[config.mk]
export PLATFORM = sky130hd
export DESIGN_NAME = mjtfc_mac
export DESIGN_NICKNAME = d
export VERILOG_FILES = /design/src/design/mjtfc_pkg.sv /design/src/design/mjtfc_mac.sv
export SDC_FILE = /design/constraint.sdc
export NUM_CORES = 2
export LEC_CHECK = 0
export BUFFER_PORTS_ARGS = -buffer_cell sky130_fd_sc_hd__buf_2
export CORE_ASPECT_RATIO = 2
export CORE_UTILIZATION = 31
export DETAILED_ROUTE_END_ITERATION = 10
export PLACE_DENSITY_LB_ADDON = 0.2
export RECOVER_POWER = 100
export SLEW_MARGIN = 15
export SYNTH_ARGS = -nofsm -noshare
export SYNTH_HDL_FRONTEND = slang
export SYNTH_SLANG_ARGS = --single-unit
export TNS_END_PERCENT = 20
[constraint.sdc]
create_clock -name clock -period 11.7 [get_ports clock]
set_clock_uncertainty 0.15 [all_clocks]
set_input_delay 2.925 -clock clock [delete_from_list [all_inputs] [get_ports clock]]
set_output_delay 2.925 -clock clock [all_outputs]
set_load 0.02 [all_outputs]
[src/design/mjtfc_pkg.sv]
package mjtfc_pkg;

   localparam int FRAC_BITS = 16;
   localparam int TICK_BITS = 20;
   localparam int S_BITS    = 16;

   localparam logic [TICK_BITS-1:0] TICK_MAX = {TICK_BITS{1'b1}};

   // thresholds, squared, in Q.(2*FRAC_BITS)
   localparam longint EPS_ORIGIN = ((64'sd1 <<< FRAC_BITS) + 64'sd5000) / 64'sd10000;
   localparam longint VEL_TRIP   = ((64'sd3 <<< FRAC_BITS) + 64'sd1) / 64'sd2;
   localparam longint HOLD_POS   = ((64'sd2 <<< FRAC_BITS) + 64'sd50) / 64'sd100;
   localparam longint HOLD_VEL   = ((64'sd5 <<< FRAC_BITS) + 64'sd50) / 64'sd100;
   localparam logic [39:0] EPS2      = 40'(EPS_ORIGIN * EPS_ORIGIN);
   localparam logic [39:0] VTRIP2    = 40'(VEL_TRIP * VEL_TRIP);
   localparam logic [39:0] HPOS2     = 40'(HOLD_POS * HOLD_POS);
   localparam logic [39:0] HVEL2     = 40'(HOLD_VEL * HOLD_VEL);

   typedef enum logic [2:0] {
      REG_TARGET_X  = 3'd0,
      REG_TARGET_Y  = 3'd1,
      REG_MOVE      = 3'd2,
      REG_FADE      = 3'd3,
      REG_STIFFNESS = 3'd4,
      REG_DAMPING   = 3'd5,
      REG_LIMIT     = 3'd6,
      REG_HOLD      = 3'd7
   } reg_index_type;

   typedef enum logic [3:0] {
      ST_IDLE,
      ST_CHECK,
      ST_SDIV,
      ST_POW,
      ST_AXIS,
      ST_FDIV,
      ST_FINISH,
      ST_OUT
   } state_type;

   typedef struct packed {
      logic [16:0] target_x;
      logic [16:0] target_y;
      logic [19:0] move_ticks;
      logic [15:0] fade_ticks;
      logic [15:0] stiffness;
      logic [15:0] damping;
      logic [14:0] force_limit;
      logic [19:0] hold_ticks;
   } cfg_type;

   typedef struct packed {
      logic        start;
      logic [63:0] dividend;
      logic [31:0] divisor;
   } div_req_type;

   typedef struct packed {
      logic        done;
      logic        busy;
      logic [63:0] quotient;
   } div_rsp_type;

endpackage

[src/design/mjtfc_mac.sv]
module mjtfc_mac (
   input  logic               clock,
   input  logic signed [35:0] op_a,
   input  logic signed [35:0] op_b,
   output logic signed [71:0] product
);
   import mjtfc_pkg::*;

   logic signed [71:0] prod_ff, prod_in;

   assign prod_in = op_a * op_b;

   always_ff @(posedge clock) begin
      prod_ff <= prod_in;
   end

   assign product = prod_ff;

endmodule
# Word level (Yosys, flattened, before mapping)
# Index checks and enable logic that the tools add are counted.
[word_totals]
reg_bits = 72
in_bits = 73
output_inout_bits = 72
elab_cells = 2
[classes]
mul = 1
[op_table]
columns = ["cell", "count"]
rows = [
  ["36-bit by 36-bit multiplier with 72-bit output", 1],
]

# Longest topological paths before layout
[depth]
depth_word = 1
depth_mapped = 30

# Worst setup path after synthesis
# Ideal clock, no wire load.
[synth_timing]
path_kind = "input to register"
startpoint = "in op_a[35]"
endpoint = "reg prod_ff[70], in the netlist product[70]"
setup_time_ns = 0.072
t_arrival_ns = 10.484
t_required_ns = 11.478
path_slack_ns = 0.994
stages = 22
path_cell_list = "clkbuf_1 clkbuf_1 nand2_1 inv_1 fa_1 fa_1 fa_1 fa_1 fa_1 fa_1 fa_1 inv_1 fa_1 inv_1 ha_1 clkbuf_1 nand4_1 or3_1 o31a_1 o211a_1 o41ai_2 xor2_1"
[synth_between]
elab_chain_len = 1
[synth_lines]
columns = ["item", "line_no", "source"]
rows = [
  ["start: declaration", "mjtfc_mac.sv:3", "input logic signed [35:0] op_a,"],
  ["36-bit by 36-bit multiplier with 72-bit output", "mjtfc_mac.sv:11", "assign prod_in = op_a * op_b;"],
  ["net prod_in[70]", "mjtfc_mac.sv:9", "logic signed [71:0] prod_ff, prod_in;"],
  ["end signal: assignment", "mjtfc_mac.sv:14", "prod_ff <= prod_in;"],
  ["end: declaration", "mjtfc_mac.sv:9", ""],
]
# The timed path passes the listed nets, and every way through them passes these cells.

# Final worst setup path
[layout_timing]
startpoint = "in op_a[18]"
endpoint = "reg prod_ff[70], in the netlist product[70]"
# Same word-level chain as after synthesis.

==> results.cfg <==
[clock_network]
max-clock-path-buffers = 2
clkTransAtPathRegs_ns = 0.07
cts_made_buffers = 9
cts.sinks = 72
htreeDepth = 3
hold_buffers = 0
ctsRootBufferMaster = clkbuf_16
cts_tree = yes
cts-resized-gates = 0
cts_setup_buffers = 0

[critical_path]
crit_path_start_kind = input port
arrival_ns = 11.35
crit_required_ns = 11.87
worstSetupPathType = input port to register
cp_max_fo = 20
cp-end-kind = register
crit_start = op_a[18]

[route]
drt-wirelength-per-cell_um = 24.5
routed_wl_mm = 173
dr.pass1.iters = 6
ant_nets = 0
vias = 33873
first_iter_violations = 1419
viasPerCell = 4.80
drc = 0

[logic_synthesis]
synthTopCellsByCount = fa_1, inv_1, nand2_1
synthArstFlopShare_pct = 0
post_synth_instance_area_um2 = 47400
netlist_top_cells_area = fa_1, inv_1, and2_1, nand2_1, ha_1
yosysUniqueCellTypes = 66
synth_cells = 5101
synth-edff-count = 0
yosys.area.top_type = fa_1
yosysSeqAreaShare_pct = 3.04
yosys_warnings = 0
ys_ff_latch = 72
synth.avg_cell_area_um2 = 9.30
syn_nets = 6772
yosys.area.top_type_share_pct = 58.2
yosysMostFrequentCell = fa_1
synthFlopType = dfxtp_1

[final_layout]
drive_above_1_share_pct = 4.23
area_growth_pct = 6.84
nets = 6771
largest_reg_flops = 72
fin_cells = 7052

[placement]
dpl.cell_count = 7027
io_buffer_count = 144
routabilityCongestion = 0.897
dp_hpwl_mm = 154

[floorplanning]
die_h_um = 555
coreArea_um2 = 152000
start_util_pct = 31.3
die_w_um = 279
die_area_um2 = 155000
std_cell_rows = 202
io-pin-count = 145

[timing]
clock.fmax_mhz = 89.4
relSlewSlack_pct = 39.9
period_share_pct = 95.6
rsz0062_at_grt = no
hold_viol_final = 0
min_period_ns = 11.18
worst_pin_slew_ns = 0.899
slew_viol_final = 0
tns_ns = 0
setup_viol = 0

[global_routing]
grt_antenna_before_repair = 12
grt-ovfl-total = 0
grt_pass1_vias = 39671
gr-usage-all-layers_pct = 23.1
grt_max_degree = 37
grt_pass1_wl_mm = 253

[run]
cap_violations = 0

[min_path]
hp-class = input port to register
min_from = op_a[0]

[status]
status = finished, final reports clean
## final cells by class
| type | instances | area [um2] |
|---|---|---|
| antenna | 9 | 22.5 |
| clock buffer | 10 | 239 |
| clock inverter | 6 | 91.3 |
| fill | 16068 | 101000 |
| inverter | 1351 | 5070 |
| multi-input combinational | 3392 | 39800 |
| sequential | 72 | 1440 |
| tap | 1938 | 2420 |
| timing repair buffer | 274 | 1590 |
## layout by cell type, fill, tap and decap left out, types with 46 or more instances in the layout
cell	n
buf_4	118
clkbuf_1	82
inv_1	1351
a21oi_1	86
and2_1	559
ha_1	219
buf_2	72
fa_1	1379
nand2_1	756
nor2_1	46
dfxtp_1	72
xnor2_1	59
## final timing paths
path	end	slack [ns]	cells past startpoint
setup / recovery	product[70]	0.52	25
hold / removal	product[0]	3.31	4
## cell families after synthesis
family                     count (synthesis)  share of synthesized area, %
AOI/OAI and AO/OA                        245                          3.34
buffers and inverters                   1637                          13.0
DFF                                       72                          3.04
xor gates and xnor gates                  79                          1.46
and+or+nand+nor                         1468                          15.2
adders and majority gates               1598                          64.0
muxes                                      2                        0.0448
## metrics by stage
stage | cell area (um2) | setup WS [ns] | hold slack (ns) | utilization (%)
after CTS | 50800 | 0.710 | 3.29 | 33.5
after detailed placement | 50500 | 0.309 | 3.19 | 33.3
after global routing | 50700 | 0.267 | 3.31 | 33.4
after global placement | 50500 | 0.340 | 3.19 | 33.3
final | 50700 | 0.517 | 3.31 | 33.4
after floorplan | 47400 | 0.994 | 3.10 | -
## critical path: stages
cell      delay [ns]
buf_2           0.43
buf_4           0.40
and2_0          0.20
fa_1            0.42
inv_1           0.08
fa_1            0.47
fa_1            0.55
inv_1           0.05
fa_1            0.48
fa_1            0.69
fa_1            0.48
fa_1            0.50
inv_1           0.06
fa_1            0.48
inv_1           0.09
ha_1            0.42
and3_1          0.23
nand4_1         0.18
and4bb_1        0.29
o21ai_0         0.28
a31o_1          0.38
o31a_1          0.37
o211a_1         0.31
o41ai_1         0.38
xor2_1          0.18
## routing by layer
metal,global-route usage (%),part of all wire (%)
met1,17.6,25
met2,47.0,60
met3,1.52,1.8
met4,25.2,13
met5,0,0.0064
Power is left out: the tool's default activity adds up to more than one toggle a clock period on the data nets, which glitch-free logic cannot reach.
