$ cat src/design/mjtfc_pkg.sv
package mjtfc_pkg;

   localparam int FRAC_BITS = 16;
   localparam int TICK_BITS = 20;
   localparam int S_BITS    = 16;

   localparam logic [TICK_BITS-1:0] TICK_MAX = {TICK_BITS{1'b1}};

   // thresholds, squared, in Q.(2*FRAC_BITS)
   localparam longint EPS_ORIGIN = ((64'sd1 <<< FRAC_BITS) + 64'sd5000) / 64'sd10000;
   localparam longint VEL_TRIP   = ((64'sd3 <<< FRAC_BITS) + 64'sd1) / 64'sd2;
   localparam longint HOLD_POS   = ((64'sd2 <<< FRAC_BITS) + 64'sd50) / 64'sd100;
   localparam longint HOLD_VEL   = ((64'sd5 <<< FRAC_BITS) + 64'sd50) / 64'sd100;
   localparam logic [39:0] EPS2      = 40'(EPS_ORIGIN * EPS_ORIGIN);
   localparam logic [39:0] VTRIP2    = 40'(VEL_TRIP * VEL_TRIP);
   localparam logic [39:0] HPOS2     = 40'(HOLD_POS * HOLD_POS);
   localparam logic [39:0] HVEL2     = 40'(HOLD_VEL * HOLD_VEL);

   typedef enum logic [2:0] {
      REG_TARGET_X  = 3'd0,
      REG_TARGET_Y  = 3'd1,
      REG_MOVE      = 3'd2,
      REG_FADE      = 3'd3,
      REG_STIFFNESS = 3'd4,
      REG_DAMPING   = 3'd5,
      REG_LIMIT     = 3'd6,
      REG_HOLD      = 3'd7
   } reg_index_type;

   typedef enum logic [3:0] {
      ST_IDLE,
      ST_CHECK,
      ST_SDIV,
      ST_POW,
      ST_AXIS,
      ST_FDIV,
      ST_FINISH,
      ST_OUT
   } state_type;

   typedef struct packed {
      logic [16:0] target_x;
      logic [16:0] target_y;
      logic [19:0] move_ticks;
      logic [15:0] fade_ticks;
      logic [15:0] stiffness;
      logic [15:0] damping;
      logic [14:0] force_limit;
      logic [19:0] hold_ticks;
   } cfg_type;

   typedef struct packed {
      logic        start;
      logic [63:0] dividend;
      logic [31:0] divisor;
   } div_req_type;

   typedef struct packed {
      logic        done;
      logic        busy;
      logic [63:0] quotient;
   } div_rsp_type;

endpackage

$ cat src/design/mjtfc_div.sv
module mjtfc_div (
   input  logic                  clock,
   input  logic                  reset,
   input  mjtfc_pkg::div_req_type req,
   output mjtfc_pkg::div_rsp_type rsp
);
   import mjtfc_pkg::*;

   logic [63:0] quo_ff, quo_in;
   logic [32:0] rem_ff, rem_in;
   logic [31:0] den_ff, den_in;
   logic [6:0]  cnt_ff, cnt_in;
   logic        busy_ff, busy_in, done_ff, done_in;
   logic [32:0] trial;
   logic [33:0] diff;

   always_comb begin
      quo_in  = quo_ff;
      rem_in  = rem_ff;
      den_in  = den_ff;
      cnt_in  = cnt_ff;
      busy_in = busy_ff;
      done_in = 1'b0;
      trial   = {rem_ff[31:0], quo_ff[63]};
      diff    = {1'b0, trial} - {2'b00, den_ff};
      if (req.start) begin
         quo_in  = req.dividend;
         rem_in  = '0;
         den_in  = req.divisor;
         cnt_in  = 7'd64;
         busy_in = 1'b1;
      end else if (busy_ff) begin
         if (!diff[33]) begin
            rem_in = diff[32:0];
            quo_in = {quo_ff[62:0], 1'b1};
         end else begin
            rem_in = trial;
            quo_in = {quo_ff[62:0], 1'b0};
         end
         cnt_in = cnt_ff - 7'd1;
         if (cnt_ff == 7'd1) begin
            busy_in = 1'b0;
            done_in = 1'b1;
         end
      end
   end

   always_ff @(posedge clock) begin
      quo_ff <= quo_in;
      rem_ff <= rem_in;
      den_ff <= den_in;
      if (reset) begin
         cnt_ff  <= '0;
         busy_ff <= 1'b0;
         done_ff <= 1'b0;
      end else begin
         cnt_ff  <= cnt_in;
         busy_ff <= busy_in;
         done_ff <= done_in;
      end
   end

   assign rsp.done     = done_ff;
   assign rsp.busy     = busy_ff;
   assign rsp.quotient = quo_ff;

endmodule

$ cat config.mk
export PLATFORM = sky130hd
export DESIGN_NAME = mjtfc_div
export DESIGN_NICKNAME = d
export VERILOG_FILES = /design/src/design/mjtfc_pkg.sv /design/src/design/mjtfc_div.sv
export SDC_FILE = /design/constraint.sdc
export NUM_CORES = 1
export LEC_CHECK = 0
export BUFFER_PORTS_ARGS = -buffer_cell sky130_fd_sc_hd__buf_4
export CELL_PAD_IN_SITES_DETAIL_PLACEMENT = 1
export CELL_PAD_IN_SITES_GLOBAL_PLACEMENT = 1
export CORE_ASPECT_RATIO = 0.9
export CORE_MARGIN = 10
export CORE_UTILIZATION = 42
export CTS_CLUSTER_DIAMETER = 30
export DETAILED_ROUTE_END_ITERATION = 8
export GPL_TIMING_DRIVEN = 0
export PLACE_DENSITY = 0.78
export SLEW_MARGIN = 20
export SYNTH_ARGS = -nofsm -noshare
export SYNTH_HDL_FRONTEND = slang
export SYNTH_SLANG_ARGS = --single-unit
$ cat constraint.sdc
create_clock -name clock -period 3.8 [get_ports clock]
set_input_delay 0.57 -clock clock [delete_from_list [all_inputs] [get_ports clock]]
set_output_delay 0.57 -clock clock [all_outputs]
set_load 0.01 [all_outputs]
After elaboration in Yosys (flattened, before gate mapping):

Cells that the tools add are included.

* output and inout bits: 66
* bits in latches: 0
* register bits after elaboration: 137
* memories: 0
* bits in writable memories: 0
* ROM bits: 0
* input port bits: 99
* word-level logic and storage cells: 24

* add/subtract/negate cells: 2
* magnitude comparators: 0
* $mul: 0
* shift operators: 0
* bitwise logic cells: 1
* reductions and logical operators: 3
* multiplexer cells: 10
* equal/unequal tests: 1
* div/mod/pow operators: 0

Operators by type and width (count)
* $mux W64: 2
* $sub A33 B32 Y34: 1
* $mux W32: 1
* $mux W7: 2
* $eq A7 B1 Y1 const B: 1
* $sub A7 B1 Y7 const B: 1
* $mux W1: 5
* $reduce_or A3 Y1: 1
* $reduce_bool A2 Y1: 1
* $reduce_or A2 Y1: 1
* $not A1 Y1: 1

Depth between registers and ports, before layout:

Gate-level depths: netlist of the first run.

* depth in word-level cells: 4
* gate-level depth with buffers: 13
* mapped depth without buffers: 12

Worst setup path after synthesis of the first run:

Ideal clock, no wire load.

* path type: reg-to-reg
* start: register quo_ff[63]
* end: register rem_ff[28]
* cell stages (with the launch flop): 13
* clock period less this slack: 2.850 ns
* setup slack: 0.950 ns
* buffers on the path: 0
* data arrival time: 2.719 ns
* cell sequence: edfxtp_1 inv_1 ha_1 inv_1 fa_1 a211oi_1 nor2_1 o2111a_1 o2111a_1 or3_1 a31oi_1 xor2_1 o22ai_1

* longest elaborated chain between the ends: 2

Ends and longest elaborated chain
* start: declaration: RTL line mjtfc_div.sv:9 `logic [63:0] quo_ff, quo_in;`
* start signal: assignment: RTL line mjtfc_div.sv:49 `quo_ff <= quo_in;`
* $sub A33 B32 Y34: RTL line mjtfc_div.sv:25 `diff = {1'b0, trial} - {2'b00, den_ff};`
* $mux W32: RTL line mjtfc_div.sv:33 `if (!diff[33]) begin`
* end signal: assignment: RTL line mjtfc_div.sv:50 `rem_ff <= rem_in;`
* end: declaration: RTL line mjtfc_div.sv:10 `logic [32:0] rem_ff, rem_in;`

Every way passes these cells.
A chain may end at the register's enable or synchronous reset.

Final worst setup path of the first run:

* start: register quo_ff[63]
* end: register rem_ff[26]

The elaborated chain is that of the path after synthesis.

==> results_dict.tcl, run 1 <==
set metrics [dict create \
    status "complete, no violations" \
    core_mm2 0.0170 \
    post_cts_buffers 0 \
    synth-edff-count 96 \
    maxCapViolCount 0 \
    fin_util 0.554 \
    synth_top_family_by_area "compound AO/OA/AOI/OAI gates" \
    drt-initial-drc-count 257 \
    crit_chain "inv_1 -> ha_1 -> inv_1 -> fa_1 -> a211oi_1 -> nor2_1 -> o2111a_1 -> o2111a_1 -> o21ai_1 -> a21oi_1 -> o311ai_0 -> o22ai_1" \
    fillers 1896 \
    worst_setup_path_start_kind "flop" \
    fin_total_pwr_mw 4.17 \
    seqCellArea_mm2 0.00370 \
    place_area_mm2 0.00889 \
    postRouteAntennaNets 0 \
    cpPeakStageDelay_ns 0.42 \
    ctsHoldBuffers 0 \
    cp.arrival_ns 3.78 \
    place.gp.congestion 0.879 \
    htreeDepth 4 \
    die_w_um 159 \
    timing.slew.headroom 0.519 \
    grt_antenna_before_repair 0 \
    die_h_um 145 \
    start_util 0.431 \
    rsz0062_at_grt "false" \
    dp.final_hpwl_um 17100 \
    worst_slew_pin_slew_ns 0.722 \
    cellPowerDensity_mw_per_mm2 442 \
    synth_cell_types 64 \
    grt_pass1_wl_um 36600 \
    rows 45 \
    setup_viol_count_final 0 \
    nNetsFinal 992 \
    cts_root_buffer "clkbuf_16" \
    synthAdderAreaFrac 0.0607 \
    overflow 0 \
    cts_tree "built" \
    cts_sinks 137 \
    clockBufferDepth 2 \
    synth_flop_cell "edfxtp_1" \
    ys_seq_elements 137 \
    synthXorXnorAreaFrac 0.0299 \
    synth_mux_area_frac 0.103 \
    drive_gt1_frac 0.320 \
    drc 0 \
    synthCells 674 \
    wl_per_cell_um 20.7 \
    most-common-layout-cells "buf_4 (167), edfxtp_1 (96), nand2_1 (69)" \
    synthSimpleGateAreaFrac 0.111 \
    critPathMaxFanout 5 \
    firstDrtPassIters 4 \
    hold_viol 0 \
    cts-buffers-inserted 17 \
    post-route-min-period_ns 3.51 \
    wl_um 22900 \
    period_share 0.924 \
    clock_latency_ns 0.43 \
    crit_type "flop to flop" \
    grt_max_degree 64 \
    slew_violations 0 \
    hold_path_class "input pin to flop" \
    mostFrequentLayoutCell "buf_4" \
    yosys.area.top_type_share 0.393 \
    synthArstFlopShare 0 \
    required_ns 4.07 \
    ys_seq_area_frac 0.505 \
    power_leakage_nw 3.93 \
    finClkSkew_ns 0.0105 \
    netlist_top_cells_area "edfxtp_1 (39%), dfxtp_1 (11%), mux2_2 (9.8%)" \
    finish.instance_area_mm2 0.00942 \
    cp_top_family "compound AO/OA/AOI/OAI gates" \
    yosys_warnings 0 \
    cts-resized-gates 0 \
    vias 5954 \
    cp_num_buf_inv 2 \
    gr-usage-all-layers 0.195 \
    avgSynthCellArea_um2 10.9 \
    fmax_mhz 285 \
    slowest_stage "fa_1" \
    io_buffers 164 \
    antenna_cells 0 \
    multi_input_area_mm2 0.00331 \
    area_growth_pct 28.4 \
    viasPerCell 5.38 \
    grt_pass1_vias 6710 \
    end_kind "flop" \
    ios 165 \
    holdWs_ns 0.315 \
    ir_drop_mv 0.278 \
    syn_nets 808 \
    netlist_area_mm2 0.00733 \
    clk_pin_slew_ns 0.06 \
    synth_compound_area_frac 0.147 \
    yosysTopAreaCell "edfxtp_1" \
    dieArea_mm2 0.0232 \
]
==> worst register-to-register path: cells and delay by family (launching register included) <==
family	cells	cell delay, ns
compound gates	7	2.02
fa+ha+maj	2	0.62
flops	1	0.40
buf+inv	2	0.18
simple gates	1	0.14
==> sequential cells by signal (all words and copies together) (netlist names) <==
| register | flops |
|---|---|
| quo_ff | 64 |
| cnt_ff | 7 |
| rem_ff | 32 |
| done_ff | 1 |
| den_ff | 32 |
| busy_ff | 1 |
==> synthesized netlist by cell type (12+ instances only) <==
cell type,instances
edfxtp_1,96
nor2_1,51
nand3_1,12
xnor2_1,13
a311oi_1,21
mux2_2,64
clkbuf_1,21
o21ai_0,17
nand2_1,69
xor2_1,12
a21oi_1,32
ha_1,34
inv_1,44
a21o_1,14
dfxtp_1,41
==> power breakdown <==
part           total [mW]  internal (mW)  leakage, nW  switching (mW)
clock                1.51          0.833        0.244           0.678
sequential           1.83           1.75         1.29          0.0753
combinational       0.829          0.389         2.40           0.440
total                4.17           2.97         3.93            1.19
==> routing by layer <==
layer	part of all wire	GRT usage	up-vias	wire length, µm
met2	0.48	0.327	176	11100
met1	0.42	0.222	2918	9550
met4	0.0074	0.0495	0	169
met3	0.091	0.0850	13	2090
li1	-	-	2847	-
met5	0	0	-	0
==> through the flow <==
step / std cells / worst slack, ns / TNS (ns)
2_1_floorplan: 674 / 0.950 / 0
3_3_place_gp: 1073 / -0.387 / -24.52
3_5_place_dp: 1074 / 0.392 / 0
4_1_cts: 1106 / 0.325 / 0
5_1_grt: 1106 / 0.0279 / 0
6_report: 1106 / 0.287 / 0
==> area by class of cell <==
type / instances / area share
flip-flops and latches: 137 / 0.393
multi-input cells: 458 / 0.352
repair buffers: 165 / 0.134
clock buffers: 18 / 0.0456
well taps: 235 / 0.0312
inverters: 44 / 0.0178
plain buffers: 35 / 0.0162
clock inverters: 14 / 0.0105
==> path summary, 6_finish.rpt <==
path / endpoint / slack [ns] / depth (start not counted) / from
worst min-delay path: cnt_ff[6] / 0.31 / 2 / reset
worst max register to register: rem_ff[26] / 0.29 / 12 / quo_ff[63]
worst min register to register: rem_ff[31] / 0.49 / 2 / rem_ff[31]
worst max-delay path: rem_ff[26] / 0.29 / 12 / quo_ff[63]
==> kinds of logic after synthesis <==
kind of cell             after synthesis
AO/OA/AOI/OAI                        152
XOR/XNOR                              25
adder cells (fa/ha/maj)               35
buffers and inverters                 79
flip-flops                           137
multiplexers                          67
AND/OR/NAND/NOR                      179
(Power assumes the default switching activity.)
==> run 2: changes to the inputs <==
CORE_MARGIN = 8   (was 10)
clock period = 3.3 ns   (was 3.8 ns; I/O delays follow)
==> run 2 against run 1 <==
- design area grew 0.50%
- global-route usage up 1.7 points
- register-to-register slack got worse by 0.17 ns
- flip-flop and latch count did not move
- count of clock-buffer cells in the layout decreased by 1
- fmax rose by 10%
- die area shrank 5.2%
- critical endpoint is now quo_ff[0]
==> results_dict.tcl, run 2 (synthesis results as in run 1) <==
set metrics [dict create \
    nNetsFinal 992 \
    cts_root_buffer "clkbuf_16" \
    antenna_cells 0 \
    fin_total_pwr_mw 4.94 \
    grt_pass1_vias 6854 \
    crit_chain "inv_1 -> ha_1 -> and2_1 -> or4_1 -> o21ai_2 -> a2111oi_4 -> o21a_4 -> or2_1 -> buf_2 -> clkbuf_4 -> mux2_2" \
    overflow 0 \
    hold_viol 0 \
    multi_input_area_mm2 0.00332 \
    hp-start "req[1]" \
    fin_tns_setup_ns 0 \
    dp_slack_ns -0.00828 \
    end_kind "flop" \
    finClkSkew_ns 0.0132 \
    worst_setup_path_start_kind "flop" \
    fin_util 0.544 \
    fin_ws_ns 0.117 \
    dp.final_hpwl_um 17000 \
    gr-usage-all-layers 0.212 \
    cts_sinks 137 \
    top_regs "quo_ff: 64 flops, den_ff: 32 flops, rem_ff: 32 flops" \
    rsz0062_at_grt "false" \
    start_util 0.422 \
    clk_pin_slew_ns 0.06 \
    drc 0 \
    cpPeakStageDelay_ns 0.45 \
    rows 46 \
    area_growth_pct 29.1 \
    mostFrequentLayoutCell "buf_4" \
    required_ns 3.47 \
    largest_register_ffs 64 \
    ir_drop_mv 0.353 \
    r2r_start "den_ff[6]" \
    cellPowerDensity_mw_per_mm2 522 \
    die_w_um 155 \
    place.gp.congestion 0.841 \
    setup_viol_count_final 0 \
    power_leakage_nw 3.97 \
    cts-buffers-inserted 17 \
    post_cts_buffers 0 \
    cp.arrival_ns 3.35 \
    clock_latency_ns 0.44 \
    post-route-min-period_ns 3.18 \
    period_share 0.965 \
    cts_tree "built" \
    clockBufferDepth 2 \
    core_mm2 0.0174 \
    crit_start "den_ff[6]" \
    ios 165 \
    crit_type "flop to flop" \
    slowest_stage "or4_1" \
    firstDrtPassIters 4 \
    drive_gt1_frac 0.326 \
    wl_um 22900 \
    maxCapViolCount 0 \
    regMostFlops "quo_ff" \
    io_buffers 164 \
    wl_per_cell_um 20.6 \
    postRouteAntennaNets 0 \
    timing.slew.headroom 0.558 \
    grt_antenna_before_repair 2 \
    hold_path_class "input pin to flop" \
    dieArea_mm2 0.0220 \
    status "complete, no violations" \
    die_h_um 141 \
    fillers 1944 \
    grt_pass1_wl_um 36100 \
    critPathMaxFanout 10 \
    slew_violations 0 \
    drt-initial-drc-count 215 \
    grt_max_degree 40 \
    most-common-layout-cells "buf_4 (167), edfxtp_1 (96), nand2_1 (69)" \
    fmax_mhz 314 \
    worst_slew_pin_slew_ns 0.663 \
    htreeDepth 4 \
    seqCellArea_mm2 0.00370 \
    vias 6059 \
    viasPerCell 5.45 \
]
## run 2: changes by cell type in the layout (fill, tap and decap cells not counted), sizes merged
cell and delta:
inv +5, clkinvlp -4, buf -2, bufinv +1, clkbuf +1, clkinv -1
## run 2: power by group
group	leakage (nW)	internal, mW	switching [mW]
Clock	0.277	1.05	0.822
Combinational	2.40	0.449	0.515
Sequential	1.29	2.01	0.0881
Total	3.97	3.51	1.43
## run 2: critical path, delay by kind of cell (launching register included)
family | cells | cell delay, ns
compound gates | 3 | 0.58
fa+ha+maj | 1 | 0.29
buf+inv | 3 | 0.53
flops | 1 | 0.38
mux | 1 | 0.30
simple gates | 3 | 0.85
## run 2: worst paths after layout
check                           depth (start not counted)  slack (ns)          to
worst max-delay path                                   11        0.12   quo_ff[0]
worst min-delay path                                    1        0.24   den_ff[1]
worst max register to register                         11        0.12   quo_ff[0]
worst min register to register                          2        0.50  rem_ff[14]
## run 2: metal layers
metal	wire length [µm]	GRT usage	vias up
li1	-	-	2848
met1	9230	0.229	2969
met2	11100	0.362	197
met3	2090	0.0927	43
met4	472	0.0776	2
met5	20	0	-
## run 2: repair_timing
| action | in CTS | in global routing |
|---|---|---|
| hold buffers | 0 | 0 |
| gates resized for setup | 1 | 5 |
| endpoints found under the setup margin | 1 | 12 |
| pin swaps | 0 | 2 |
## run 2: per-stage QoR
| step | hold slack (ns) | instance area (µm²) | instances |
|---|---|---|---|
| after global routing | 0.218 | 9460 | 1111 |
| final | 0.236 | 9460 | 1111 |
| after detailed placement | 0.490 | 8890 | 1079 |
| after CTS | 0.218 | 9450 | 1111 |
| after floorplan | 0.446 | 7330 | 674 |
| after global placement | 0.453 | 8860 | 1078 |
## run 2: layout make-up
class / count / share of cell area
Tap cell: 240 / 0.0317
Buffer: 35 / 0.0165
Clock inverter: 15 / 0.0144
Multi-Input combinational cell: 458 / 0.351
Clock buffer: 17 / 0.0449
Timing Repair Buffer: 165 / 0.132
Sequential cell: 137 / 0.391
Inverter: 44 / 0.0177
==> run 3: changes to the inputs <==
PLACE_DENSITY = 0.9   (was 0.78)
==> run 3 against run 2 <==
- hold slack got worse by 0.011 ns
- global-route usage increased by 0.60 points
- clock skew about the same
- flip-flop and latch count stayed put
- total power rose by 1.3%
- fmax rose by 1.0%
- utilization rose by 0.22 points
- sequential power about the same
- via count rose by 0.18%
- sequential share of layout area is 0.16 points lower
- non-clock buffer count stayed put
- critical path type unchanged
- critical endpoint unchanged
==> results_dict.tcl, run 3 (synthesis results as in run 1) <==
set metrics [dict create \
    ios 165 \
    end_kind "flop" \
    status "complete, no violations" \
    grt_pass1_vias 6557 \
    drt-initial-drc-count 273 \
    worst_slew_pin_slew_ns 0.694 \
    vias 6070 \
    fin_ws_ns 0.149 \
    io_buffers 164 \
    die_w_um 155 \
    period_share 0.955 \
    die_h_um 141 \
    cts_root_buffer "clkbuf_16" \
    clock_latency_ns 0.44 \
    cts_tree "built" \
    ctsHoldBuffers 0 \
    setup_viol_count_final 0 \
    cts-buffers-inserted 17 \
    r2r_start "den_ff[22]" \
    fmax_mhz 317 \
    timing.slew.headroom 0.537 \
    p_sw_frac 0.294 \
    post-route-min-period_ns 3.15 \
    ir_drop_mv 0.351 \
    grt_antenna_before_repair 0 \
    clockBufferDepth 2 \
    final_cells 1111 \
    worst_setup_path_start_kind "flop" \
    wl_per_cell_um 21.3 \
    antenna_cells 0 \
    dp_slack_ns 0.0563 \
    rows 46 \
    htreeDepth 4 \
    internal_power_mw 3.53 \
    cellPowerDensity_mw_per_mm2 527 \
    dp.final_hpwl_um 16800 \
    place.gp.congestion 0.824 \
    viasPerCell 5.46 \
    post_cts_buffers 0 \
    gr-usage-all-layers 0.218 \
    most-common-layout-cells "buf_4 (167), edfxtp_1 (96), nand2_1 (69)" \
    pwr-share-clk 0.385 \
    required_ns 3.49 \
    crit_start "den_ff[22]" \
    crit_type "flop to flop" \
    drc 0 \
    top_regs "quo_ff: 64 flops, den_ff: 32 flops, rem_ff: 32 flops" \
    slew_violations 0 \
    cp.arrival_ns 3.34 \
    firstDrtPassIters 4 \
    overflow 0 \
    wl_um 23700 \
    critPathMaxFanout 10 \
    start_util 0.422 \
    dp.cells 1079 \
    power_leakage_nw 3.97 \
    dieArea_mm2 0.0220 \
    fin_total_pwr_mw 5.00 \
    postRouteAntennaNets 0 \
    p_sw_mw 1.47 \
    core_mm2 0.0174 \
    hold_path_class "input pin to flop" \
    maxCapViolCount 0 \
    hold_viol 0 \
    finClkSkew_ns 0.0132 \
    area_growth_pct 29.6 \
    drive_gt1_frac 0.331 \
    nNetsFinal 992 \
    seq_power_share 0.421 \
    combPwrFrac 0.194 \
    grt_max_degree 43 \
    largest_register_ffs 64 \
    cts_sinks 137 \
    clk_pin_slew_ns 0.07 \
    regMostFlops "quo_ff" \
    mostFrequentLayoutCell "buf_4" \
    hp-start "req[17]" \
    grt_pass1_wl_um 36500 \
]
[run 3: stage by stage]
step                      instance area, µm²  setup TNS (ns)  hold WS, ns   util
after floorplan                         7330               0        0.446      -
after global placement                  8860          -46.69        0.457  0.510
after detailed placement                8890               0        0.480  0.511
after CTS                               9480               0        0.212  0.545
after global routing                    9500         -0.0180        0.216  0.547
final                                   9500               0        0.225  0.547
[run 3: critical path: stages (launching register included)]
cell and delay [ns]:
edfxtp_1 0.36, inv_1 0.06, ha_1 0.21, clkbuf_1 0.18, and2_1 0.19, o21a_1 0.16
o21ai_0 0.28, o211ai_1 0.20, o21a_4 0.28, or2_1 0.22, buf_2 0.21, buf_2 0.25
mux2_2 0.30
[run 3: what timing repair did]
action | 4_1_cts | 5_1_grt
gates resized for setup | 2 | 7
endpoints found under the hold margin | 0 | 0
endpoints found under the setup margin | 3 | 8
[run 3: area by class of cell]
class,instances,area (µm²)
sequential,137,3700
clock inverter,15,159
buffer,35,154
multi-input combinational,458,3340
inverter,44,168
fill,1967,7880
clock buffer,17,425
tap,240,300
timing repair buffer,165,1250
[run 3: final timing paths]
path,end,slack (ns),cells after the start
worst min register to register,rem_ff[31],0.49,2
worst max register to register,quo_ff[0],0.15,12
worst max-delay path,quo_ff[0],0.15,12
worst min-delay path,den_ff[17],0.23,1
[run 3: power groups by stage]
stage / Clock (mW) / Combinational [mW] / Sequential (mW)
final: 1.92 / 0.970 / 2.11
after global routing: 2.02 / 1.06 / 2.12
after CTS: 1.96 / 0.963 / 2.11
after detailed placement: 0 / 0.945 / 2.14
after global placement: 0 / 0.900 / 2.13
after floorplan: 0 / 0.515 / 2.16
[run 3: per-layer routing]
layer / share of wire / wire length (µm) / vias up / track usage
li1: - / - / 2855 / -
met1: 0.40 / 9480 / 2978 / 0.242
met2: 0.51 / 12000 / 192 / 0.377
met3: 0.064 / 1520 / 45 / 0.0681
met4: 0.029 / 684 / 0 / 0.0980
met5: 0 / 0 / - / 0
